## config.mk

```make
export PLATFORM = sky130hd
export DESIGN_NAME = mixing_constant_qualifier
export DESIGN_NICKNAME = d
export VERILOG_FILES = /design/src/design/mcq_pkg.sv /design/src/design/mcq_front.sv /design/src/design/mcq_queue.sv /design/src/design/mcq_back.sv /design/src/design/mixing_constant_qualifier.sv
export SDC_FILE = /design/constraint.sdc
export NUM_CORES = 1
export LEC_CHECK = 0
export ABC_CLOCK_PERIOD_IN_PS = 5600
export BUFFER_PORTS_ARGS = -buffer_cell sky130_fd_sc_hd__buf_4
export CAP_MARGIN = 0
export CORE_MARGIN = 3
export CORE_UTILIZATION = 40
export CTS_CLUSTER_DIAMETER = 80
export DETAILED_ROUTE_END_ITERATION = 8
export HOLD_SLACK_MARGIN = 0.08
export SLEW_MARGIN = 40
export SYNTH_ARGS = -nofsm -noshare
export SYNTH_HDL_FRONTEND = slang
export SYNTH_SLANG_ARGS = --single-unit
```

## constraint.sdc

```tcl
create_clock -name clk_i -period 5.6 [get_ports clk_i]
set_clock_uncertainty 0.1 [all_clocks]
set_input_delay 0 -clock clk_i [delete_from_list [all_inputs] [get_ports clk_i]]
set_output_delay 0 -clock clk_i [all_outputs]
set_load 0.005 [all_outputs]
```

## src/design/mcq_pkg.sv

```systemverilog
// Package: shared types, codes and tables of the mixing constant qualifier.
`default_nettype none
package mcq_pkg;

  localparam int WordW = 32;
  localparam int DivW  = 16;

  localparam logic [2:0] VerdictPass    = 3'd0;
  localparam logic [2:0] VerdictPopcnt  = 3'd1;
  localparam logic [2:0] VerdictWinBits = 3'd2;
  localparam logic [2:0] VerdictWinRep  = 3'd3;
  localparam logic [2:0] VerdictNoPrime = 3'd4;

  localparam logic [1:0] CfgPopcount = 2'd0;
  localparam logic [1:0] CfgWinMin   = 2'd1;
  localparam logic [1:0] CfgWinMax   = 2'd2;

  localparam int TrialLimit = 65536;
  localparam int NumPrimes  = 54;
  localparam logic [5:0] PrimeLast = 6'(NumPrimes - 1);
  localparam logic [DivW-1:0] OddFirst = 16'd257;
  localparam logic [DivW-1:0] OddLast  = DivW'(TrialLimit - 1);

  localparam logic [7:0] Primes [NumPrimes] = '{
    8'd2, 8'd3, 8'd5, 8'd7, 8'd11, 8'd13, 8'd17, 8'd19, 8'd23, 8'd29, 8'd31,
    8'd37, 8'd41, 8'd43, 8'd47, 8'd53, 8'd59, 8'd61, 8'd67, 8'd71, 8'd73,
    8'd79, 8'd83, 8'd89, 8'd97, 8'd101, 8'd103, 8'd107, 8'd109, 8'd113,
    8'd127, 8'd131, 8'd137, 8'd139, 8'd149, 8'd151, 8'd157, 8'd163, 8'd167,
    8'd173, 8'd179, 8'd181, 8'd191, 8'd193, 8'd197, 8'd199, 8'd211, 8'd223,
    8'd227, 8'd229, 8'd233, 8'd239, 8'd241, 8'd251
  };

  typedef struct packed {
    logic [WordW-1:0] word;
    logic [2:0]       verdict;
    logic             trial;
  } q_entry_t;

  typedef struct packed {
    logic [5:0] popcount;
    logic [3:0] win_min;
    logic [3:0] win_max;
  } cfg_t;

  typedef struct packed {
    logic full;
    logic empty;
  } q_status_t;

endpackage
`default_nettype wire

```

## src/design/mcq_front.sv

```systemverilog
// Front: accepts candidates, runs popcount and window scans.
`default_nettype none
module mcq_front (
  input  wire                   clk_i,
  input  wire                   rst_ni,
  input  mcq_pkg::cfg_t         cfg_i,
  input  wire                   in_valid_i,
  output logic                  in_stall_o,
  input  wire  [31:0]           candidate_i,
  input  mcq_pkg::q_status_t    q_status_i,
  output logic                  push_o,
  output mcq_pkg::q_entry_t     push_data_o
);

  localparam logic [1:0] FIdle = 2'd0;
  localparam logic [1:0] FScan = 2'd1;
  localparam logic [1:0] FPush = 2'd2;

  logic [1:0]   state_q;
  logic [31:0]  word_q, rot_q;
  logic [4:0]   r_q;
  logic         bits_fail_q, rep_fail_q;
  logic [2:0]   verdict_q;
  logic [5:0]   pop;
  logic [3:0]   wpop;
  logic [7:0]   win;
  logic         bits_bad, rep_hit, accept;

  always_comb begin
    logic [31:0] rot_s;
    pop = '0;
    for (int i = 0; i < 32; i++) pop = pop + 6'(candidate_i[i]);
    win  = rot_q[7:0];
    wpop = '0;
    for (int i = 0; i < 8; i++) wpop = wpop + 4'(win[i]);
    // current window against every earlier window of the held word
    rep_hit = 1'b0;
    for (int s = 0; s < 31; s++) begin
      rot_s = (word_q << s) | (word_q >> (32 - s));
      if ((5'(s) < r_q) && (win == rot_s[7:0])) rep_hit = 1'b1;
    end
  end

  assign bits_bad    = (wpop < cfg_i.win_min) || (wpop > cfg_i.win_max);
  assign in_stall_o  = (state_q != FIdle);
  assign accept      = in_valid_i && !in_stall_o;
  assign push_o      = (state_q == FPush) && !q_status_i.full;
  assign push_data_o = '{word: word_q, verdict: verdict_q,
                         trial: (verdict_q == mcq_pkg::VerdictPass)};

  always_ff @(posedge clk_i or negedge rst_ni) begin
    if (!rst_ni) begin
      state_q <= FIdle;
    end else begin
      unique case (state_q)
        FIdle: if (accept) state_q <= (pop != cfg_i.popcount) ? FPush : FScan;
        FScan: if (r_q == 5'd31) state_q <= FPush;
        FPush: if (!q_status_i.full) state_q <= FIdle;
        default: state_q <= FIdle;
      endcase
    end
  end

  always_ff @(posedge clk_i) begin
    if (accept) begin
      word_q      <= candidate_i;
      rot_q       <= candidate_i;
      r_q         <= '0;
      bits_fail_q <= 1'b0;
      rep_fail_q  <= 1'b0;
      verdict_q   <= mcq_pkg::VerdictPopcnt;
    end else if (state_q == FScan) begin
      rot_q       <= {rot_q[30:0], rot_q[31]};
      r_q         <= r_q + 5'd1;
      bits_fail_q <= bits_fail_q | bits_bad;
      rep_fail_q  <= rep_fail_q | rep_hit;
      if (r_q == 5'd31) begin
        if (bits_fail_q || bits_bad) verdict_q <= mcq_pkg::VerdictWinBits;
        else if (rep_fail_q || rep_hit) verdict_q <= mcq_pkg::VerdictWinRep;
        else verdict_q <= mcq_pkg::VerdictPass;
      end
    end
  end

endmodule
`default_nettype wire

```

## src/design/mcq_queue.sv

```systemverilog
// Two-entry queue between front and back.
`default_nettype none
module mcq_queue (
  input  wire                   clk_i,
  input  wire                   rst_ni,
  input  wire                   push_i,
  input  mcq_pkg::q_entry_t     push_data_i,
  input  wire                   pop_i,
  output mcq_pkg::q_entry_t     pop_data_o,
  output mcq_pkg::q_status_t    status_o
);

  mcq_pkg::q_entry_t mem_q [2];
  logic       wp_q, rp_q;
  logic [1:0] cnt_q;

  assign pop_data_o     = mem_q[rp_q];
  assign status_o.full  = (cnt_q == 2'd2);
  assign status_o.empty = (cnt_q == 2'd0);

  always_ff @(posedge clk_i or negedge rst_ni) begin
    if (!rst_ni) begin
      wp_q  <= 1'b0;
      rp_q  <= 1'b0;
      cnt_q <= '0;
    end else begin
      if (push_i) wp_q <= ~wp_q;
      if (pop_i) rp_q <= ~rp_q;
      cnt_q <= cnt_q + 2'(push_i) - 2'(pop_i);
    end
  end

  always_ff @(posedge clk_i) begin
    if (push_i) mem_q[wp_q] <= push_data_i;
  end

endmodule
`default_nettype wire

```

## src/design/mcq_back.sv

```systemverilog
// Back: bit-serial trial division and the result register.
`default_nettype none
module mcq_back (
  input  wire                   clk_i,
  input  wire                   rst_ni,
  input  mcq_pkg::q_status_t    q_status_i,
  input  mcq_pkg::q_entry_t     pop_data_i,
  output logic                  pop_o,
  output logic                  out_valid_o,
  input  wire                   out_stall_i,
  output logic [2:0]            verdict_o,
  output logic [31:0]           complement_o
);

  localparam logic BIdle = 1'b0;
  localparam logic BDiv  = 1'b1;

  logic        state_q, out_valid_q, phase_q;
  logic [31:0] word_q;
  logic [2:0]  verdict_q;
  logic [5:0]  idx_q;
  logic [15:0] d_q, rem_q;
  logic [4:0]  cnt_q;
  logic [16:0] rem_sh, rem_n;
  logic        last_div;

  assign pop_o        = (state_q == BIdle) && !out_valid_q && !q_status_i.empty;
  assign out_valid_o  = out_valid_q;
  assign verdict_o    = verdict_q;
  assign complement_o = ~word_q;

  assign rem_sh   = {rem_q, word_q[~cnt_q]};
  assign rem_n    = (rem_sh >= {1'b0, d_q}) ? rem_sh - {1'b0, d_q} : rem_sh;
  assign last_div = !phase_q && (d_q == mcq_pkg::OddLast);

  always_ff @(posedge clk_i or negedge rst_ni) begin
    if (!rst_ni) begin
      state_q     <= BIdle;
      out_valid_q <= 1'b0;
    end else begin
      if (out_valid_q && !out_stall_i) out_valid_q <= 1'b0;
      unique case (state_q)
        BIdle: begin
          if (pop_o) begin
            if (pop_data_i.trial) state_q <= BDiv;
            else out_valid_q <= 1'b1;
          end
        end
        BDiv: begin
          if (cnt_q == 5'd31 && (rem_n == '0 || last_div)) begin
            state_q     <= BIdle;
            out_valid_q <= 1'b1;
          end
        end
        default: state_q <= BIdle;
      endcase
    end
  end

  always_ff @(posedge clk_i) begin
    if (pop_o) begin
      word_q    <= pop_data_i.word;
      verdict_q <= pop_data_i.verdict;
      phase_q   <= 1'b1;
      idx_q     <= '0;
      d_q       <= {8'd0, mcq_pkg::Primes[0]};
      cnt_q     <= '0;
      rem_q     <= '0;
    end else if (state_q == BDiv) begin
      cnt_q <= cnt_q + 5'd1;
      if (cnt_q == 5'd31) begin
        rem_q <= '0;
        if (rem_n == '0) begin
          verdict_q <= mcq_pkg::VerdictNoPrime;
        end else if (phase_q) begin
          if (idx_q == mcq_pkg::PrimeLast) begin
            phase_q <= 1'b0;
            d_q     <= mcq_pkg::OddFirst;
          end else begin
            idx_q <= idx_q + 6'd1;
            d_q   <= {8'd0, mcq_pkg::Primes[idx_q + 6'd1]};
          end
        end else begin
          d_q <= d_q + 16'd2;
        end
      end else begin
        rem_q <= rem_n[15:0];
      end
    end
  end

endmodule
`default_nettype wire

```

## src/design/mixing_constant_qualifier.sv

```systemverilog
// Top level: configuration registers and front/queue/back hookup.
//
//  channel | ports                                   | direction
//  in      | in_valid_i, in_stall_o, candidate_i     | item in
//  out     | out_valid_o, out_stall_i, verdict_o,     | result out
//          | complement_o                            |
//  cfg     | cfg_we_i, cfg_index_i, cfg_data_i       | register write
//
// Front: a popcount fail goes straight to a push, else a window scan, then a push.
// Back: trial divisors run in turn through one serial remainder unit; a full
// trial covers 54 primes and 32640 odd divisors.
// Reset clears control state and loads registers to 16, 3 and 5.
// Either side stalls independently; the two-entry queue parts them.
`default_nettype none
module mixing_constant_qualifier (
  input  wire         clk_i,
  input  wire         rst_ni,
  input  wire         cfg_we_i,
  input  wire  [1:0]  cfg_index_i,
  input  wire  [5:0]  cfg_data_i,
  input  wire         in_valid_i,
  output logic        in_stall_o,
  input  wire  [31:0] candidate_i,
  output logic        out_valid_o,
  input  wire         out_stall_i,
  output logic [2:0]  verdict_o,
  output logic [31:0] complement_o
);

  mcq_pkg::cfg_t      cfg_q;
  mcq_pkg::q_status_t q_status;
  mcq_pkg::q_entry_t  push_data, pop_data;
  logic               push, pop;

  always_ff @(posedge clk_i or negedge rst_ni) begin
    if (!rst_ni) begin
      cfg_q <= '{popcount: 6'd16, win_min: 4'd3, win_max: 4'd5};
    end else if (cfg_we_i) begin
      case (cfg_index_i)
        mcq_pkg::CfgPopcount: cfg_q.popcount <= cfg_data_i;
        mcq_pkg::CfgWinMin:   cfg_q.win_min  <= cfg_data_i[3:0];
        mcq_pkg::CfgWinMax:   cfg_q.win_max  <= cfg_data_i[3:0];
        default: ;
      endcase
    end
  end

  mcq_front u_front (
    .clk_i, .rst_ni,
    .cfg_i       (cfg_q),
    .in_valid_i,
    .in_stall_o,
    .candidate_i,
    .q_status_i  (q_status),
    .push_o      (push),
    .push_data_o (push_data)
  );

  mcq_queue u_queue (
    .clk_i, .rst_ni,
    .push_i      (push),
    .push_data_i (push_data),
    .pop_i       (pop),
    .pop_data_o  (pop_data),
    .status_o    (q_status)
  );

  mcq_back u_back (
    .clk_i, .rst_ni,
    .q_status_i  (q_status),
    .pop_data_i  (pop_data),
    .pop_o       (pop),
    .out_valid_o,
    .out_stall_i,
    .verdict_o,
    .complement_o
  );

endmodule
`default_nettype wire
```

[Word level (Yosys, flattened, before mapping)]
Memory sizes are Yosys's and may differ from the RTL's.
Index checks and enable logic that the tools add are counted.
Word-level totals
  register bits after elaboration: 175
  latch bits: 0
  memory bits (writable): 72
  memory bits (read-only): 512
  bits of input ports: 45
  output and inout bits: 37
  word-level logic and storage cells: 320
  memories kept: 2
Operators by class
  $add $sub $neg: 45
  $mul: 0
  divide/modulo/power cells: 0
  magnitude comparators: 36
  equality and inequality tests: 44
  shift-type cells: 0
  muxes and demuxes: 65
  bitwise operators: 40
  reductions and logical operators: 66
Memories
  (name not given): words 64, bits a word 8, read ports 1, clocked after Yosys merged registers in 0, write ports 0, line mcq_back.sv:81  | d_q <= {8'd0, mcq_pkg::Primes[idx_q + 6'd1]};
  u_queue.mem_q: words 2, bits a word 36, read ports 1, clocked after Yosys merged registers in 0, write ports 1, line mcq_queue.sv:13  | mcq_pkg::q_entry_t mem_q [2];
Operator list (count)
  equality test 8 bit: 31
  bitwise OR 1 x 8 -> 8 bit, first input constant: 23
  adder 6 x 1 -> 6 bit: 30
  less-than comparator 5 bit, first input constant: 15
  two-way mux 32 bit: 2
  two-way mux 1 bit: 43
  less-than comparator 4 x 5 -> 1 bit, first input constant: 8
  logical AND 1 bit: 38
  two-way mux 16 bit: 2
  inverter 32 bit: 1
  adder 4 x 1 -> 4 bit: 6
  less-than comparator 3 x 5 -> 1 bit, first input constant: 4
  >= comparator 17 x 16 -> 1 bit: 1
  logical NOT 17 bit: 1
  two-way mux 17 bit: 1
  subtractor 17 x 16 -> 17 bit: 1
  adder 16 x 2 -> 16 bit, second input constant: 1
  equality test 16 bit, second input constant: 1
  two-way mux 8 bit: 2
  two-way mux 3 bit: 5
  adder 5 x 1 -> 5 bit, second input constant: 2
  equality test 5 bit, second input constant: 2
  less-than comparator 1 x 5 -> 1 bit, first input constant: 2
  less-than comparator 2 x 5 -> 1 bit, first input constant: 2
  38 further kinds: 72

[Longest topological paths before layout]
Gate-level depths: netlist (run 1).
  depth after elaboration: 36
  mapped depth: 21
  mapped depth without buffers: 21

[Modules after synthesis]
Synthesis (run 1) repeated with hierarchy kept, for this count alone.
Unflattened totals
  cells, all modules: 1482
  area, all modules: 16459.5 um2
By module, submodules not included
  mcq_front: times used 1, cells each 737, area an instance 7616.1 um2, sequential area each 2152.1 um2
  mcq_back: times used 1, cells each 587, area an instance 5351.4 um2, sequential area each 1981.9 um2
  mcq_queue: times used 1, cells each 127, area an instance 2944.1 um2, sequential area each 2262.2 um2
  mixing_constant_qualifier: times used 1, cells each 31, area an instance 548.0 um2, sequential area each 356.6 um2

[Least setup slack after synthesis (run 1)]
No wires, ideal clock.
  kind: input to register
  start point: input candidate_i[0]
  end point: register u_front.state_q[0]
  library setup time: 0.072 ns
  data arrival time: 4.863 ns
  required time: 5.428 ns
  path slack: 0.565 ns
  cell stages on the path: 21
  buffers on the path: 0
  cell sequence: ha_1 -> inv_1 -> fa_1 -> inv_1 -> fa_1 -> fa_1 -> fa_1 -> fa_1 -> inv_1 -> fa_1 -> fa_1 -> inv_1 -> fa_1 -> a21o_1 -> a21oi_1 -> xnor2_1 -> nor3_1 -> a31oi_1 -> nor3_1 -> a21oi_1 -> nor2_1
Between the ends
  longest elaborated chain between the ends: 35
RTL lines
  start, declared: line mixing_constant_qualifier.sv:23  | input wire [31:0] candidate_i,
  adder 1 x 1 -> 2 bit: line mcq_front.sv:32  | for (int i = 0; i < 32; i++) pop = pop + 6'(candidate_i[i]);
  adder 6 x 1 -> 6 bit (30 in series): line mcq_front.sv:32
  inequality test 6 bit: line mcq_front.sv:56  | FIdle: if (accept) state_q <= (pop != cfg_i.popcount) ? FPush : FScan;
  two-way mux 2 bit (2 in series): line mcq_front.sv:56
  one-hot mux 2 bit (3 select lines): line mcq_front.sv:55  | unique case (state_q)
  end signal, assigned: line mcq_front.sv:56
  end signal, assigned: line mcq_front.sv:57  | FScan: if (r_q == 5'd31) state_q <= FPush;
  end signal, assigned: line mcq_front.sv:58  | FPush: if (!q_status_i.full) state_q <= FIdle;
  end, declared: line mcq_front.sv:19  | logic [1:0] state_q;
No other way between the ends. The select of a mux whose other input is x is not followed.
A chain may end at the register's enable or synchronous reset.

[Worst setup path after layout (run 1)]
Same ends and word-level chain as after synthesis.

==> out/qor.yml, run 1 <==
outcome: "finished, final reports clean"
wire_per_inst_um: 18.92
r2r_start: "u_back.cnt_q[0]"
nNetsFinal: 1735
antenna_found_initial: 0
clock_latency_ns: 0.54
grt_start_max_net_pins: 70
dr_total_vias: 11550
fin_crit_sh: 0.9538
crit_required_ns: 5.97
synth_edf_count: 169
hold_path_class: "in2reg"
io_buffer_count: 81
max_freq_mhz: 187.2
placement_rows: 72
pwr_density_cell_mw_per_mm2: 606.6
finalCriticalPeriod_ns: 5.341
critPathLaunchType: "primary input"
initial_core_util: 0.4081
synthToLayoutAreaGrowth_pct: 16.45
peakVddDrop_v: 0.0003880
drv_cap: 0
reg2reg_depth: 18
async_flop_share: 0.09016
crit_type: "in2reg"
fp.dieH_um: 205.3
core_area_mm2: 0.03892
hp-start: "candidate_i[5]"
gr-usage-all-layers: 0.1900
cts-root-buf: "clkbuf_16"
crit_path_max_fanout: 3
muxShareOfSynthArea: 0.07468
ys_warn_count: 0
clock_sinks: 244
synth_top_family_by_area: "XOR/XNOR gates"
drv_slew: 0
p_leak_nw: 7.066
netlist_area_mm2: 0.01588
synthesis.nets: 1658
tightestPinTransition_ns: 0.9757
cts_buffer_depth: 3
cts_buffers: 28
r2r-end: "u_back.verdict_o[1]"
first_iter_violations: 916
grt_first_pass_wirelength_mm: 63.89
grt_overflow: 0
dieArea_mm2: 0.04214
via_per_inst: 5.380
die_w_um: 205.3
first_pass_iters: 6
cts.htree.levels: 1
pin_count: 82
finalSetupTns_ns: 0
cp-end-kind: "flip-flop"
setup_viol: 0
synth.ff_latch_count: 244
fillers: 3630
synth.distinct_cells: 78
finalPower_w: 0.01122
antenna_left: 0
r2r_setup_slack_ns: 0.53
critPathLaunch: "candidate_i[0]"
post-dp-hpwl_mm: 28.08
drive_gt1_frac: 0.1609
relSlewSlack: 0.3481
regArea_mm2: 0.006694
cts_tree: "yes"
rsz0062_at_grt: "no"
finalWirelength_mm: 40.62
synth-compound-area-share: 0.09902
syn-mean-instance-area_um2: 10.39
finish.utilization: 0.4753
ys.flop_type: "edfxtp_1"
gp_congestion: 0.8912
synth-simple-area-share: 0.1105
cp-endpoint: "u_front.state_q[0]"
cp_data_arrival_time_ns: 5.71
grt_pass1_vias: 11250
synth_seq_area_share: 0.4213
clkSlewWorstSetupHoldPaths_ns: 0.06
drc_errors: 0
hold_viol: 0
synthXorXnorAreaFrac: 0.1577
netlist_instances: 1529
multi_input_area_mm2: 0.008358
synth_fa_ha_area_frac: 0.07987
-- metrics by stage --
stage	instances	hold WS [ns]	worst slack, ns	cell area [um2]
finish	2147	0.1084	0.2586	18500
global route	2146	0.09452	0.003031	18490
CTS	2145	0.08127	0.1654	18460
detailed placement	2037	-0.1799	0.1626	16940
global placement	2035	-0.1872	0.2520	16870
floorplan	1529	-0.3956	0.5650	15880
-- sequential cells by signal, summed over array words and instances (netlist names), 3 cells and up --
| register | cells |
|---|---|
| u_back.word_q | 32 |
| u_back.d_q | 16 |
| u_back.rem_q | 16 |
| u_front.rot_q | 32 |
| u_front.word_q | 32 |
| u_queue.mem_q | 70 |
| u_back.idx_q | 6 |
| u_back.verdict_o | 3 |
| cfg_q | 14 |
| u_front.r_q | 5 |
| u_back.cnt_q | 5 |
-- timing repair --
action	in CTS	in global routing
setup buffers	0	1
resized for setup	0	5
setup endpoints to repair	0	2
hold buffers	56	0
hold endpoints to repair	122	0
-- where the power goes --
group	internal (W)	switching, W
Clock	0.00116	0.000728
Sequential	0.00266	0.000572
Combinational	0.00275	0.00336
Total	0.00656	0.00466
-- kinds of logic after synthesis --
kind of cell             Yosys count
multiplexers                     107
adder cells (fa/ha/maj)           84
XOR/XNOR                         286
flip-flops                       244
buffers and inverters            232
AND/OR/NAND/NOR                  343
AO/OA/AOI/OAI                    233
-- layout make-up --
type                            instances  area share
Antenna cell                            1   0.0001353
Timing Repair Buffer                  159     0.07529
Multi-Input combinational cell       1053      0.4519
Clock inverter                         13    0.009064
Inverter                              120     0.02435
Tap cell                              518     0.03504
Sequential cell                       244      0.3619
Clock buffer                           39     0.04235
-- worst min-delay path by stage --
stage,endpoint,slack (ns),cells past startpoint
after detailed placement,cfg_q[13],-0.18,1
after global placement,cfg_q[13],-0.19,1
after floorplan,cfg_q[10],-0.40,0
final,u_front.word_q[5],0.11,2
after CTS,u_front.word_q[5],0.08,2
after global routing,u_front.word_q[7],0.09,2
-- synth_stat cells (30+ instances only) --
master    instances  share of area
xnor2_1         158          0.087
mux2_2           82          0.058
nand3_1          30         0.0095
dfxtp_1          53          0.067
buf_1            32         0.0076
clkbuf_1         68          0.016
edfxtp_1        169           0.32
nor2_1           82          0.019
nand4_1          46          0.018
inv_1           119          0.028
o21ai_0          51          0.016
xor2_1          128          0.071
a21oi_1          52          0.016
ha_1             55          0.043
nor4_1           37          0.015
nand2_1          61          0.014
-- metal layers --
metal  GRT usage  wire length (um)  vias to the layer above
met1      0.2770             19430                     5668
met4     0.04613               775                        0
met5           0                 0                        -
met2      0.3027             18560                      290
met3     0.02246              1857                       49
li1            -                 -                     5543
-- worst max-delay path, stage by stage --
cell	delay, ns
dlygate4sd3_1	0.55
buf_4	0.15
ha_1	0.28
inv_1	0.05
fa_1	0.47
inv_1	0.06
fa_1	0.56
fa_1	0.43
fa_1	0.47
fa_1	0.51
inv_1	0.05
fa_1	0.49
fa_2	0.20
inv_2	0.04
fa_2	0.35
a21o_1	0.17
a21oi_2	0.14
xnor2_1	0.10
nor3_1	0.19
a31oi_1	0.07
nor3_2	0.20
a21oi_1	0.08
nor2_1	0.10
-- placed cells by master (no fill, tap or decap), drive strengths merged, types with 53 or more instances in the layout --
master	n
o21ai	54
buf	104
nor2	82
nand2	62
dfxtp	53
xnor2	158
dlygate4sd3	55
edfxtp	169
xor2	128
mux2	82
inv	120
ha	55
a21oi	53
No activity file was read; power rests on OpenSTA's default activity.
==> run 2, diff against run 1 <==
- ABC_CLOCK_PERIOD_IN_PS: 5600 -> 6800
- SYNTH_HIERARCHICAL: default -> 1
- clock period: 5.6 -> 6.8 ns (I/O delays scaled with it)
==> run 2 against run 1 <==
Total power decreased by 22%; global-route usage decreased by 0.13 points; non-clock buffer count decreased by 5; critical path type is now reg2reg; worst hold slack improved by 0.0025 ns; largest cell class unchanged; combinational power decreased by 26%; register-to-register slack improved by 0.24 ns; largest power group unchanged; synthesized cell count decreased by 3.1%.
==> out/qor.yml, run 2 <==
synth_common_cells: "200 x xnor2_1, 171 x edfxtp_1, 116 x inv_1"
dr_total_vias: 11270
critPathLaunchType: "flip-flop"
synth.distinct_cells: 77
cts_buffer_depth: 3
cts-root-buf: "clkbuf_16"
pwr-share-comb: 0.523
place_area_mm2: 0.01705
largest_register: "u_queue/mem_q"
slowest_delay_ns: 0.63
drv_slew: 0
seq_power_share: 0.307
finalSetupTns_ns: 0
cp-end-kind: "flip-flop"
grt_pass1_vias: 11620
dp_slack_ns: 0.7877
drive_gt1_frac: 0.1692
gp_congestion: 0.8617
relSlewSlack: 0.4432
antenna_found_initial: 0
synthMostInstantiatedCell: "xnor2_1"
synth_seq_area_share: 0.4103
initial_core_util: 0.4096
crit_required_ns: 6.97
cts_hold_buffers: 55
placement_rows: 73
synth.ff_latch_count: 246
nNetsFinal: 1680
cts_resized: 0
drc_errors: 0
outcome: "finished, final reports clean"
syn-mean-instance-area_um2: 11.11
hold_viol: 0
swShare: 0.4030
regArea_mm2: 0.006759
peakVddDrop_v: 0.0002797
pwr_density_cell_mw_per_mm2: 469.5
cts.htree.levels: 1
setup_viol: 0
io_buffer_count: 81
crit_slowest_cell: "or4b_2"
finalWirelength_mm: 41.64
core_area_mm2: 0.04019
wire_per_inst_um: 19.86
layout_common_cells: "199 x xnor2_1, 171 x edfxtp_1, 115 x inv_1, 96 x buf_4, 82 x xor2_1"
drv_cap: 0
clock_latency_ns: 0.56
p_leak_nw: 6.996
post-dp-hpwl_mm: 28.91
async_flop_share: 0.08943
ys_top_cells_by_area: "edfxtp_1 31%, xnor2_1 11%, dfxtp_1 6.4%"
tightestPinTransition_ns: 0.8340
grt_overflow: 0
finalCriticalPeriod_ns: 6.027
via_per_inst: 5.374
cts_buffers: 28
largest_reg_flops: 72
cellInternalPower_w: 0.005194
clkSlewWorstSetupHoldPaths_ns: 0.06
synthesis.nets: 1611
multi_input_area_mm2: 0.008432
layout_setup_ws_ns: 0.7731
netlist_area_mm2: 0.01646
antenna_left: 0
synth_edf_count: 171
gr-usage-all-layers: 0.1887
fin_crit_sh: 0.8863
crit_type: "reg2reg"
pin_count: 82
grt_start_max_net_pins: 79
max_freq_mhz: 165.9
final_common_cell: "xnor2_1"
crit_path_max_fanout: 8
grt_first_pass_wirelength_mm: 66.47
first_iter_violations: 880
power.net_switching_w: 0.003506
first_pass_iters: 5
clock_sinks: 246
clkPwrFrac: 0.170
fp.dieH_um: 208.9
rsz0062_at_grt: "no"
dieArea_mm2: 0.04362
postCtsSetupRepairBufs: 0
crit_chain: "buf_4 > mux4_2 > mux4_2 > mux2_2 > inv_1 > ha_1 > inv_1 > fa_1 > a21o_1 > a221oi_1 > a21oi_1 > a31oi_1 > xnor2_1 > or4b_2 > a21oi_1 > and3_1 > a31o_2"
ys.flop_type: "edfxtp_1"
cp_data_arrival_time_ns: 6.20
fillers: 3684
die_w_um: 208.9
hold_path_class: "in2reg"
ys_warn_count: 6
synthToLayoutAreaGrowth_pct: 12.57
diodes: 0
cts_tree: "yes"
yosys.area.top_type: "edfxtp_1"
fin_area_mm2: 0.01853
netlist_instances: 1482
synth_top_area_frac: 0.3120
run 2: cell count changes after synthesis, sizes merged, moves of 10 or more:
cell and delta:
a22oi -22, buf +34, clkbuf -31, mux2i -10, mux4 +13, nand3 -12, nor2 -34, xnor2 +42
xor2 -44
run 2: worst paths after layout:
kind | slack [ns] | cells past startpoint | end | startpoint
max in group asynchronous | 5.69 | 4 | u_queue/rp_q | rst_ni
setup / recovery | 0.77 | 17 | u_back/verdict_o[2] | u_back/cnt_q[0]
min in group asynchronous | 0.44 | 3 | cfg_q[4] | rst_ni
hold / removal | 0.11 | 2 | u_front/word_q[16] | candidate_i[16]
setup reg to reg | 0.77 | 17 | u_back/verdict_o[2] | u_back/cnt_q[0]
hold reg to reg | 0.40 | 2 | u_back/rem_q[1] | u_back/rem_q[1]
run 2: power groups by stage:
stage | combinational (W) | clock [W] | sequential (W)
after detailed placement | 0.00448 | 0 | 0.00270
final | 0.00455 | 0.00148 | 0.00267
after CTS | 0.00455 | 0.00152 | 0.00267
after floorplan | 0.00401 | 0 | 0.00234
after global placement | 0.00438 | 0 | 0.00269
after global routing | 0.00508 | 0.00160 | 0.00273
run 2: layer usage:
layer | GRT usage | part of all wire | vias to the layer above
met3 | 0.02627 | 0.047 | 76
met4 | 0.05266 | 0.027 | 0
met1 | 0.2677 | 0.45 | 5516
li1 | - | - | 5363
met2 | 0.3034 | 0.47 | 314
met5 | 0 | 0 | -
run 2: area by class of cell:
| class | count | area share |
|---|---|---|
| Clock buffer | 39 | 0.04166 |
| Timing Repair Buffer | 154 | 0.07124 |
| Tap cell | 525 | 0.03545 |
| Inverter | 117 | 0.02370 |
| Multi-Input combinational cell | 1004 | 0.4551 |
| Clock inverter | 12 | 0.008103 |
| Sequential cell | 246 | 0.3648 |
run 2: kinds of logic after synthesis:
logic type / synth area share
AND/OR/NAND/NOR: 0.1020
XOR/XNOR: 0.1526
flip-flops: 0.4103
buffers and inverters: 0.08058
AO/OA/AOI/OAI: 0.08826
multiplexers: 0.08902
adder cells (fa/ha/maj): 0.07708
other: 0.0002278
run 2: worst max-delay path, delay by kind of cell (launching register included):
family / cells / cell delay (ns)
AO/OA/AOI/OAI: 6 / 1.81
multiplexers: 3 / 1.32
AND/OR/NAND/NOR: 2 / 1.09
adder cells (fa/ha/maj): 2 / 0.53
flip-flops: 1 / 0.42
buffers and inverters: 3 / 0.38
XOR/XNOR: 1 / 0.10
run 2: per-stage QoR:
| stage | hold slack (ns) | std cells | total power (W) | util |
|---|---|---|---|---|
| finish | 0.1109 | 2097 | 0.008700 | 0.4611 |
| global route | 0.09210 | 2097 | 0.009403 | 0.4611 |
| CTS | 0.08289 | 2097 | 0.008741 | 0.4608 |
| detailed placement | -0.1784 | 1991 | 0.007176 | 0.4242 |
| global placement | -0.1861 | 1989 | 0.007064 | 0.4224 |
| floorplan | -0.3956 | 1482 | 0.006346 | - |
